===== src/design/clsr_pkg.sv =====
// Shared constants and types of the combined multiplicative generator.
package clsr_pkg;

    localparam int VAL_W  = 31;
    localparam int MUL_W  = 16;
    localparam int FOLD_W = 8;

    localparam logic [VAL_W-1:0] MOD_ONE       = 31'd2147483563;
    localparam logic [VAL_W-1:0] MOD_TWO       = 31'd2147483399;
    localparam logic [VAL_W-1:0] WRAP_TOP      = 31'd2147483562;
    localparam logic [VAL_W-1:0] GEN_ONE_RESET = 31'd1;
    localparam logic [VAL_W-1:0] GEN_TWO_RESET = 31'd123456789;

    localparam logic [MUL_W-1:0] MUL_ONE = 16'd40014;
    localparam logic [MUL_W-1:0] MUL_TWO = 16'd40692;

    // 2^31 minus each modulus: the weight of the product's upper half.
    localparam logic [FOLD_W-1:0] FOLD_ONE = 8'd85;
    localparam logic [FOLD_W-1:0] FOLD_TWO = 8'd249;

    typedef enum logic {
        GEN_ONE,
        GEN_TWO
    } t_gen_sel;

    typedef struct packed {
        t_gen_sel         sel;
        logic [VAL_W-1:0] x;
    } t_lmr_req;

endpackage


===== src/design/clsr_ram.sv =====
// Generic single-write, single-read RAM with a registered read port.
module clsr_ram #(
    parameter int WIDTH = 31,
    parameter int DEPTH = 32
) (
    input  logic                     i_clk,
    input  logic                     i_we,
    input  logic [$clog2(DEPTH)-1:0] i_waddr,
    input  logic [WIDTH-1:0]         i_wdata,
    input  logic                     i_re,
    input  logic [$clog2(DEPTH)-1:0] i_raddr,
    output logic [WIDTH-1:0]         o_rdata
);

    logic [WIDTH-1:0] r_mem [DEPTH];
    logic [WIDTH-1:0] r_rdata;

    always_ff @(posedge i_clk) begin
        if (i_we) begin
            r_mem[i_waddr] <= i_wdata;
        end
        if (i_re) begin
            r_rdata <= r_mem[i_raddr];
        end
    end

    assign o_rdata = r_rdata;

endmodule


===== src/design/clsr_lehmer.sv =====
// Shared Lehmer step unit: registered 31x16 product, then fold and one correction.
module clsr_lehmer
    import clsr_pkg::*;
(
    input  logic             i_clk,
    input  t_lmr_req         i_req,
    output logic [VAL_W-1:0] o_res
);

    localparam int PROD_W = VAL_W + MUL_W;
    localparam int HIFW   = MUL_W + FOLD_W;

    logic [PROD_W-1:0] r_prod;
    t_gen_sel          r_sel;
    logic [MUL_W-1:0]  mul;
    logic [FOLD_W-1:0] fold_c;
    logic [VAL_W-1:0]  modulus;
    logic [HIFW-1:0]   fold;
    logic [VAL_W:0]    sum;
    logic [VAL_W:0]    red;

    assign mul = (i_req.sel == GEN_TWO) ? MUL_TWO : MUL_ONE;

    always_ff @(posedge i_clk) begin
        r_prod <= PROD_W'(i_req.x) * PROD_W'(mul);
        r_sel  <= i_req.sel;
    end

    assign fold_c  = (r_sel == GEN_TWO) ? FOLD_TWO : FOLD_ONE;
    assign modulus = (r_sel == GEN_TWO) ? MOD_TWO : MOD_ONE;

    // Since 2^31 is congruent to the fold constant, the sum stays below twice
    // the modulus, so a single conditional subtraction completes the reduction.
    assign fold = HIFW'(r_prod[PROD_W-1:VAL_W]) * HIFW'(fold_c);
    assign sum  = {1'b0, r_prod[VAL_W-1:0]} + (VAL_W+1)'(fold);
    assign red  = (sum >= {1'b0, modulus}) ? (sum - {1'b0, modulus}) : sum;

    assign o_res = red[VAL_W-1:0];

endmodule


===== src/design/combined_lcg_shuffle_rng.sv =====
// Combined two-generator random number source with a shuffle table.
// A draw runs two passes of the shared Lehmer unit, a slot calculation by reciprocal estimate,
// remainder step and correction, and the registered table read; no new transaction is taken
// until the draw finishes, and the finish waits while the previous output is still held.
// A reseed steps generator one TABLE_DEPTH+8 times, the last TABLE_DEPTH filling the table.
// Synchronous reset restores the generators, clears o_valid and marks the table as zero.
module combined_lcg_shuffle_rng
    import clsr_pkg::*;
#(
    parameter int TABLE_DEPTH = 32
) (
    input  logic             i_clk,
    input  logic             i_rst_n,
    input  logic             i_valid,
    output logic             o_ready,
    input  logic             i_op,
    input  logic [VAL_W-1:0] i_seed,
    output logic             o_valid,
    input  logic             i_ready,
    output logic [VAL_W-1:0] o_value
);

    localparam int AW = $clog2(TABLE_DEPTH);
    localparam int CW = $clog2(TABLE_DEPTH + 8);
    localparam int RW = AW + 2;
    localparam int DW = VAL_W + AW;
    localparam logic [31:0] SLOT_DIV = 32'(WRAP_TOP) / 32'(TABLE_DEPTH) + 32'd1;
    localparam logic [DW-1:0] SLOT_DIV_W = DW'(SLOT_DIV);
    localparam logic [VAL_W-1:0] SLOT_DIV_V = VAL_W'(SLOT_DIV);
    localparam logic [RW-1:0] SLOT_RECIP = RW'(32'h8000_0000 / SLOT_DIV);

    typedef enum logic [2:0] {
        S_IDLE,
        S_SEED_MUL,
        S_SEED_RED,
        S_DRAW_ONE,
        S_DRAW_TWO,
        S_DRAW_RED,
        S_READ,
        S_FINISH
    } t_state;

    t_state                 r_state;
    logic [VAL_W-1:0]       r_gen_one;
    logic [VAL_W-1:0]       r_gen_two;
    logic [VAL_W-1:0]       r_last;
    logic [TABLE_DEPTH-1:0] r_vld;
    logic [CW-1:0]          r_cnt;
    logic [VAL_W-1:0]       r_rem;
    logic [AW-1:0]          r_quo;
    logic                   r_out_valid;
    logic [VAL_W-1:0]       r_out_value;

    t_lmr_req            lmr_req;
    logic [VAL_W-1:0]    lmr_res;
    logic                ram_we;
    logic [AW-1:0]       ram_waddr;
    logic [VAL_W-1:0]    ram_wdata;
    logic                ram_re;
    logic [VAL_W-1:0]    ram_rdata;
    logic                seed_fill;
    logic                out_free;
    logic                finish_fire;
    logic [VAL_W+RW-1:0] recip_prod;
    logic [AW-1:0]       quo_est;
    logic [DW-1:0]       base_prod;
    logic [VAL_W-1:0]    tab_val;
    logic [VAL_W:0]      diff;
    logic [VAL_W:0]      wrapped;
    logic [VAL_W-1:0]    draw_value;

    assign lmr_req.sel = (r_state == S_DRAW_TWO) ? GEN_TWO : GEN_ONE;
    assign lmr_req.x   = (r_state == S_DRAW_TWO) ? r_gen_two : r_gen_one;

    clsr_lehmer u_lehmer (
        .i_clk (i_clk),
        .i_req (lmr_req),
        .o_res (lmr_res)
    );

    // The slot is first estimated by a reciprocal multiplication, which can fall one short;
    // the remainder left over then decides whether it is raised by one.
    assign recip_prod = (VAL_W+RW)'(r_last) * (VAL_W+RW)'(SLOT_RECIP);
    assign quo_est    = recip_prod[VAL_W +: AW];
    assign base_prod  = DW'(r_quo) * SLOT_DIV_W;

    assign out_free    = !r_out_valid || i_ready;
    assign seed_fill   = (r_state == S_SEED_RED) && (r_cnt < CW'(TABLE_DEPTH));
    assign finish_fire = (r_state == S_FINISH) && out_free;

    assign ram_we    = seed_fill || finish_fire;
    assign ram_waddr = (r_state == S_SEED_RED) ? r_cnt[AW-1:0] : r_quo;
    assign ram_wdata = (r_state == S_SEED_RED) ? lmr_res : r_gen_one;
    assign ram_re    = (r_state == S_READ);

    clsr_ram #(
        .WIDTH (VAL_W),
        .DEPTH (TABLE_DEPTH)
    ) u_table (
        .i_clk   (i_clk),
        .i_we    (ram_we),
        .i_waddr (ram_waddr),
        .i_wdata (ram_wdata),
        .i_re    (ram_re),
        .i_raddr (r_quo),
        .o_rdata (ram_rdata)
    );

    // An entry never written since reset reads as zero.
    assign tab_val    = r_vld[r_quo] ? ram_rdata : '0;
    assign diff       = {1'b0, tab_val} - {1'b0, r_gen_two};
    assign wrapped    = diff + {1'b0, WRAP_TOP};
    assign draw_value = (tab_val > r_gen_two) ? diff[VAL_W-1:0] : wrapped[VAL_W-1:0];

    always_ff @(posedge i_clk) begin
        if (!i_rst_n) begin
            r_state     <= S_IDLE;
            r_gen_one   <= GEN_ONE_RESET;
            r_gen_two   <= GEN_TWO_RESET;
            r_last      <= '0;
            r_vld       <= '0;
            r_cnt       <= '0;
            r_out_valid <= 1'b0;
        end else begin
            if (r_out_valid && i_ready && !finish_fire) begin
                r_out_valid <= 1'b0;
            end

            unique case (r_state)
                S_IDLE: begin
                    if (i_valid) begin
                        if (i_op) begin
                            r_gen_one <= (i_seed == '0) ? VAL_W'(1) : i_seed;
                            r_gen_two <= (i_seed == '0) ? VAL_W'(1) : i_seed;
                            r_cnt     <= CW'(TABLE_DEPTH + 7);
                            r_state   <= S_SEED_MUL;
                        end else begin
                            r_state <= S_DRAW_ONE;
                        end
                    end
                end
                S_SEED_MUL: begin
                    r_state <= S_SEED_RED;
                end
                S_SEED_RED: begin
                    r_gen_one <= lmr_res;
                    if (seed_fill) begin
                        r_vld[r_cnt[AW-1:0]] <= 1'b1;
                    end
                    if (r_cnt == '0) begin
                        r_last  <= lmr_res;
                        r_state <= S_DRAW_ONE;
                    end else begin
                        r_cnt   <= r_cnt - CW'(1);
                        r_state <= S_SEED_MUL;
                    end
                end
                S_DRAW_ONE: begin
                    r_rem   <= r_last;
                    r_quo   <= quo_est;
                    r_state <= S_DRAW_TWO;
                end
                S_DRAW_TWO: begin
                    r_gen_one <= lmr_res;
                    r_rem     <= r_rem - base_prod[VAL_W-1:0];
                    r_state   <= S_DRAW_RED;
                end
                S_DRAW_RED: begin
                    r_gen_two <= lmr_res;
                    if (r_rem >= SLOT_DIV_V) begin
                        r_quo <= r_quo + AW'(1);
                    end
                    r_state <= S_READ;
                end
                S_READ: begin
                    r_state <= S_FINISH;
                end
                S_FINISH: begin
                    if (out_free) begin
                        r_vld[r_quo] <= 1'b1;
                        r_last       <= draw_value;
                        r_out_value  <= draw_value;
                        r_out_valid  <= 1'b1;
                        r_state      <= S_IDLE;
                    end
                end
                default: begin
                    r_state <= S_IDLE;
                end
            endcase
        end
    end

    assign o_ready = (r_state == S_IDLE);
    assign o_valid = r_out_valid;
    assign o_value = r_out_value;

    // A delivered value always lies in the wrapped output range.
    a_value_range: assert property (@(posedge i_clk) disable iff (!i_rst_n)
        o_valid |-> (o_value != '0) && (o_value <= WRAP_TOP))
        else $error("output value outside 1..WRAP_TOP");

    // The table is only ever read at a slot that exists.
    a_slot_range: assert property (@(posedge i_clk) disable iff (!i_rst_n)
        ram_re |-> (r_quo <= AW'(TABLE_DEPTH - 1)))
        else $error("slot index beyond the table");

    // Taking a transaction always starts work that blocks the input side.
    a_busy_after_accept: assert property (@(posedge i_clk) disable iff (!i_rst_n)
        (i_valid && o_ready) |=> !o_ready)
        else $error("input accepted twice in a row");

    // A table write only happens while filling on reseed or finishing a draw.
    a_write_phase: assert property (@(posedge i_clk) disable iff (!i_rst_n)
        ram_we |-> (r_state == S_SEED_RED) || (r_state == S_FINISH))
        else $error("table written outside reseed fill or draw completion");

endmodule

===== config.mk =====
export PLATFORM = sky130hd
export DESIGN_NAME = combined_lcg_shuffle_rng
export DESIGN_NICKNAME = d
export VERILOG_FILES = /design/src/design/clsr_pkg.sv /design/src/design/clsr_ram.sv /design/src/design/clsr_lehmer.sv /design/src/design/combined_lcg_shuffle_rng.sv
export SDC_FILE = /design/constraint.sdc
export NUM_CORES = 2
export LEC_CHECK = 0
export BUFFER_PORTS_ARGS = -buffer_cell sky130_fd_sc_hd__buf_4
export CORE_MARGIN = 1.5
export CORE_UTILIZATION = 45
export CTS_BUF_LIST = sky130_fd_sc_hd__clkbuf_8
export CTS_CLUSTER_SIZE = 28
export DETAILED_ROUTE_END_ITERATION = 10
export SLEW_MARGIN = 20
export SYNTH_ARGS = -nofsm -noshare
export SYNTH_HDL_FRONTEND = slang
export SYNTH_SLANG_ARGS = --single-unit

===== constraint.sdc =====
create_clock -name i_clk -period 22.2 [get_ports i_clk]
set_input_delay 3.33 -clock i_clk [delete_from_list [all_inputs] [get_ports i_clk]]
set_output_delay 3.33 -clock i_clk [all_outputs]
set_load 0.01 [all_outputs]

* After elaboration in Yosys (flattened, before gate mapping)
Memory sizes are Yosys's and may differ from the RTL's. A register that Yosys moved wholly into a read port is not among the register bits. Cells that the tools add are included.
Storage, ports and cells: memories kept 1, output and inout port bits 33, input port bits 36, register bits after elaboration 250, bits in writable memories 992
Memory list:
- u_table.r_mem | depth 32, bits a word 31, rd ports 1, clocked after memory_dff 1, write ports 1, line clsr_ram.sv:15 | logic [WIDTH-1:0] r_mem [DEPTH];
Cells by class: bitwise gates (word level) 2, mux-type cells 44, reduce and logical (&&, ||, !) cells 29, add/subtract/negate cells 7, equal/unequal tests 14, order comparisons 8, $mul 3
Operators by type and width (count):
- 2-to-1 mux 31 bit | 10
- one-hot mux 31 bit (2 select lines) | 4
- subtractor 31 bit | 3
- 2-to-1 mux 32 bit | 2
- bitwise OR 32 bit | 2
- one-hot mux 32 bit (2 select lines) | 1
- multiplier 31 x 16 -> 47 bit | 1
- adder 31 x 24 -> 32 bit | 1
- greater-or-equal comparator 32 x 31 -> 1 bit | 1
- adder 31 bit (second input constant) | 1
- greater-or-equal comparator 31 x 26 -> 1 bit (second input constant) | 1
- > comparator 31 bit | 1
- zero test 31 bit | 1
- multiplier 5 x 25 -> 30 bit (second input constant) | 1
- multiplier 16 x 8 -> 24 bit | 1
- one-hot mux 3 bit (8 select lines) | 1
- 2-to-1 mux 6 bit | 3
- AND reduction 3 bit | 6
- 2-to-1 mux 8 bit | 2
- equality test 3 bit (second input constant) | 4
- less-than comparator 5 x 6 -> 1 bit (second input constant) | 2
- one-hot mux 6 bit (2 select lines) | 1
- nonzero test 2 bit | 6
- demux 1 bit (select 5 bit) | 2
- other kinds (23) | 49

* Depth between registers and ports, before layout
word-level depth 8, gate-level depth with buffers 34

* Hierarchy
Synthesis repeated with hierarchy kept, for this count alone.
Second synthesis, totals: cells, all modules 5953, area total of the unflattened synthesis 71860.2 µm²
By module, submodules not included:
- clsr_ram | area an instance 39474.1 µm², times used 1, cells each 2192, sequential area each 30719.5 µm²
- clsr_lehmer | area an instance 17599.4 µm², times used 1, cells each 1882, sequential area each 940.9 µm²
- combined_lcg_shuffle_rng | area an instance 14786.7 µm², times used 1, cells each 1879, sequential area each 4664.5 µm²

* Worst setup path after synthesis
OpenSTA, ideal clock, no wires.
kind register -> register, start point reg r_state[2], end point reg u_lehmer.r_prod[42], data required time 22.128 ns, stages on the path, launching flop included 33, arrival time 7.827 ns, library setup time 0.072 ns, buffers on the path 4, slack 14.302 ns, period minus slack after synthesis 7.898 ns, path through dfxtp_1 -> inv_1 -> or3_1 -> clkbuf_1 -> inv_1 -> clkbuf_1 -> clkbuf_1 -> nand2_1 -> inv_1 -> a21oi_1 -> fa_1 -> fa_1 -> fa_1 -> inv_1 -> fa_1 -> fa_1 -> inv_1 -> fa_1 -> inv_1 -> ha_1 -> clkbuf_1 -> and3_1 -> and3_1 -> inv_1 -> a211oi_1 -> o21bai_1 -> and3_1 -> o31ai_1 -> a21boi_0 -> o21ai_0 -> a31oi_1 -> o21ai_0 -> xor2_1
Between the ends: word-level cells in the longest chain between the ends 4
RTL lines:
- start, declared | line combined_lcg_shuffle_rng.sv:43 | t_state r_state;
- start signal, assigned | line combined_lcg_shuffle_rng.sv:117 | r_state <= S_IDLE;
- start signal, assigned | line combined_lcg_shuffle_rng.sv:136 | r_state <= S_SEED_MUL;
- start signal, assigned | line combined_lcg_shuffle_rng.sv:138 | r_state <= S_DRAW_ONE;
- equality test 3 bit * | line combined_lcg_shuffle_rng.sv:72, combined_lcg_shuffle_rng.sv:73
- 2-to-1 mux 1 bit | line combined_lcg_shuffle_rng.sv:72 | assign lmr_req.sel = (r_state == S_DRAW_TWO) ? GEN_TWO : GEN_ONE;
- 2-to-1 mux 10 bit | line clsr_lehmer.sv:22 | assign mul = (i_req.sel == GEN_TWO) ? MUL_TWO : MUL_ONE;
- multiplier 31 x 16 -> 47 bit * | line clsr_lehmer.sv:25 | r_prod <= PROD_W'(i_req.x) * PROD_W'(mul);
- end signal, assigned | line clsr_lehmer.sv:25
- end, declared | line clsr_lehmer.sv:13 | logic [PROD_W-1:0] r_prod;
Every way passes the cells marked *; elsewhere a longest branch is shown, timed or not. A chain may end at the register's enable or synchronous reset.

* Final worst setup path
Same ends and word-level chain as after synthesis.

==> results.cfg <==
[outcome]
status = complete, no violations

[setup_path]
critical_path_arrival_ns = 10.25
slowest_delay_ns = 0.70
critPathRequiredTime_ns = 23.04
cp_common_cell = inv_1
critPathMaxFanout = 59
critPathCaptureType = flip-flop
path_class = reg -> reg
critPathTopFamily = adder cells
crit_path_top_delay_cell = a21oi_1
startpoint = r_state[2]$_SDFFE_PN0P_
cp.buffers_inverters = 8
rr_startpoint = r_state[2]$_SDFFE_PN0P_
worst_setup_path_start_kind = flip-flop

[cts]
cts_tree = built
clk_path_buf_depth = 3
cts_buffers = 205
postCtsHoldBufs = 0
root_buffer = clkbuf_8
ctsResizeCount = 0
htree_num_levels = 4
clk_latency_ns = 0.93
cts.sinks = 1270
cts_setup_buffers = 0
path_clk_slew_ns = 0.07

[synth]
synth_edf_count = 1089
yosys_register_bits = 1270
ys_seq_area_frac = 0.511
synth_area_mm2 = 0.0711
syn_nets = 6051
ys_warn_count = 0
syn_area_per_cell_um2 = 13.5
synth_cells = 5282
async_flop_share = 0
ys.flop_type = edfxtp_1
synth_cell_types = 99

[floorplan]
die_area_mm2 = 0.160
rows = 145
io_pins = 69
die_h_um = 400
core_mm2 = 0.157
die_w_um = 400
start_util = 0.454

[route]
drtPass1Iterations = 6
drc = 0
avgRoutedWirePerCell_um = 25.1
dr_total_vias = 43612
routed_wirelength_mm = 193
drtIter0Drc = 4119
post_drt_via_cell_ratio = 5.68
ant_nets = 0

[sta]
setup-violations-final = 0
rsz0062_at_grt = false
slew_viol_final = 0
finalClockSkew_ns = 0.0754
hold_ws_ns = 0.464
finalSetupTns_ns = 0
worst_pin_slew_ns = 1.14
timing.final.crit_share = 0.424
fmax_ghz = 0.106
slew_headroom = 0.241
fin_crit_ns = 9.41
report.final.hold_viol_count = 0

[finish]
final_cells = 7680
drive_gt1_frac = 0.160
most-common-layout-cells = edfxtp_1, inv_1, nand2_1
nNetsFinal = 6214
layout_commonest_cell = edfxtp_1
final_area_mm2 = 0.0785
area_delta_synth_final_pct = 10.4

[place]
portBuffers = 68
placed_area_mm2 = 0.0745
placed_cells = 7296
hpwlAfterDp_mm = 133
place_congestion = 0.969

[job]
maxCapViolations = 0

[grt]
grt_usage = 0.241
grt_max_degree = 97
grt_pass1_vias = 44023
antenna_found_initial = 4
grt_pass1_wl_mm = 288
grt_overflow = 0

[min_path]
min-delay-start = r_vld[13]$_SDFFE_PN0P_
min_path_type = reg -> reg
[flip-flops by register name (all words and copies together), names as in the netlist]
name             count
r_gen_two           31
r_last              30
r_rem               30
u_table.r_mem      992
r_quo                5
u_lehmer.r_sel       1
u_lehmer.r_prod     46
u_table.o_rdata     31
r_state              3
r_gen_one           31
r_vld               32
o_valid              1
r_cnt                6
o_value             31
[synthesized netlist by cell type (12+ instances only)]
cell,number,area [um^2]
edfxtp_1,1089,32700
inv_1,714,2680
nand2_1,406,1520
fa_1,386,7730
ha_1,347,4340
mux4_2,320,7210
nor2_1,243,912
a21oi_1,215,1080
dfxtp_1,181,3620
clkbuf_1,166,623
o21ai_0,156,781
xnor2_1,108,946
nand3_1,84,420
xor2_1,78,683
a21o_1,62,465
nor3_1,58,290
nor2b_1,53,332
buf_1,39,146
o211ai_1,38,285
and2_1,35,219
nand2b_1,33,206
a211oi_1,30,225
a31oi_1,27,169
nand4_1,27,169
o21bai_1,23,173
o31ai_1,20,150
and3_1,18,113
a22o_1,16,140
a32o_1,16,160
nor4_1,15,93.8
o21ai_1,15,75.1
o21a_1,14,105
or2_2,14,87.6
or3_1,14,87.6
o211a_1,13,130
buf_2,12,60.1
[per-stage QoR]
stage	worst slack (ns)	utilization
after floorplan	14.30	-
after global placement	13.07	0.476
after detailed placement	12.77	0.476
after CTS	12.78	0.501
after global routing	11.90	0.501
final	12.79	0.501
[kinds of logic (layout without fill, tap and decap cells)]
family / after synthesis / in the layout / synth area share
DFF: 1270 / 1270 / 0.511
and+or+nand+nor: 1049 / 1049 / 0.0698
buffers and inverters: 936 / 1272 / 0.0499
AOI/OAI and AO/OA: 776 / 776 / 0.0733
adders and majority gates: 733 / 733 / 0.170
muxes: 331 / 331 / 0.103
xor gates and xnor gates: 186 / 186 / 0.0229
other: 1 / 5 / 0.0000528
[tightest hold or removal path: stages, from the launching register on]
cell and delay, ns:
dfxtp_1 0.32, a21oi_1 0.04, nor2_1 0.07
[path summary, 6_finish.rpt]
| kind | end | slack, ns | cells after the start |
|---|---|---|---|
| worst max-delay path | u_lehmer.r_prod[42]$_DFF_P_ | 12.79 | 29 |
| worst min-delay path | r_vld[13]$_SDFFE_PN0P_ | 0.46 | 2 |
| worst max register to register | u_lehmer.r_prod[42]$_DFF_P_ | 12.79 | 29 |
| worst min register to register | r_vld[13]$_SDFFE_PN0P_ | 0.46 | 2 |
[layout make-up]
class | count | area [um^2]
repair buffers | 176 | 1330
diodes | 4 | 10.0
fillers | 13528 | 78100
clock inverters | 170 | 1020
flip-flops and latches | 1270 | 36300
multi-input cells | 3076 | 31600
inverters | 716 | 2690
well taps | 2058 | 2570
clock buffers | 210 | 2890
[metal layers]
metal	wire length, um	vias to the layer above	track usage
met2	91300	1498	0.388
met3	13500	314	0.0495
li1	-	19416	-
met5	138	-	0.00565
met4	5960	4	0.0769
met1	82100	22380	0.329
Power is not shown: default switching activity piles up to over one toggle a cycle in this logic, so the estimate is an artifact.
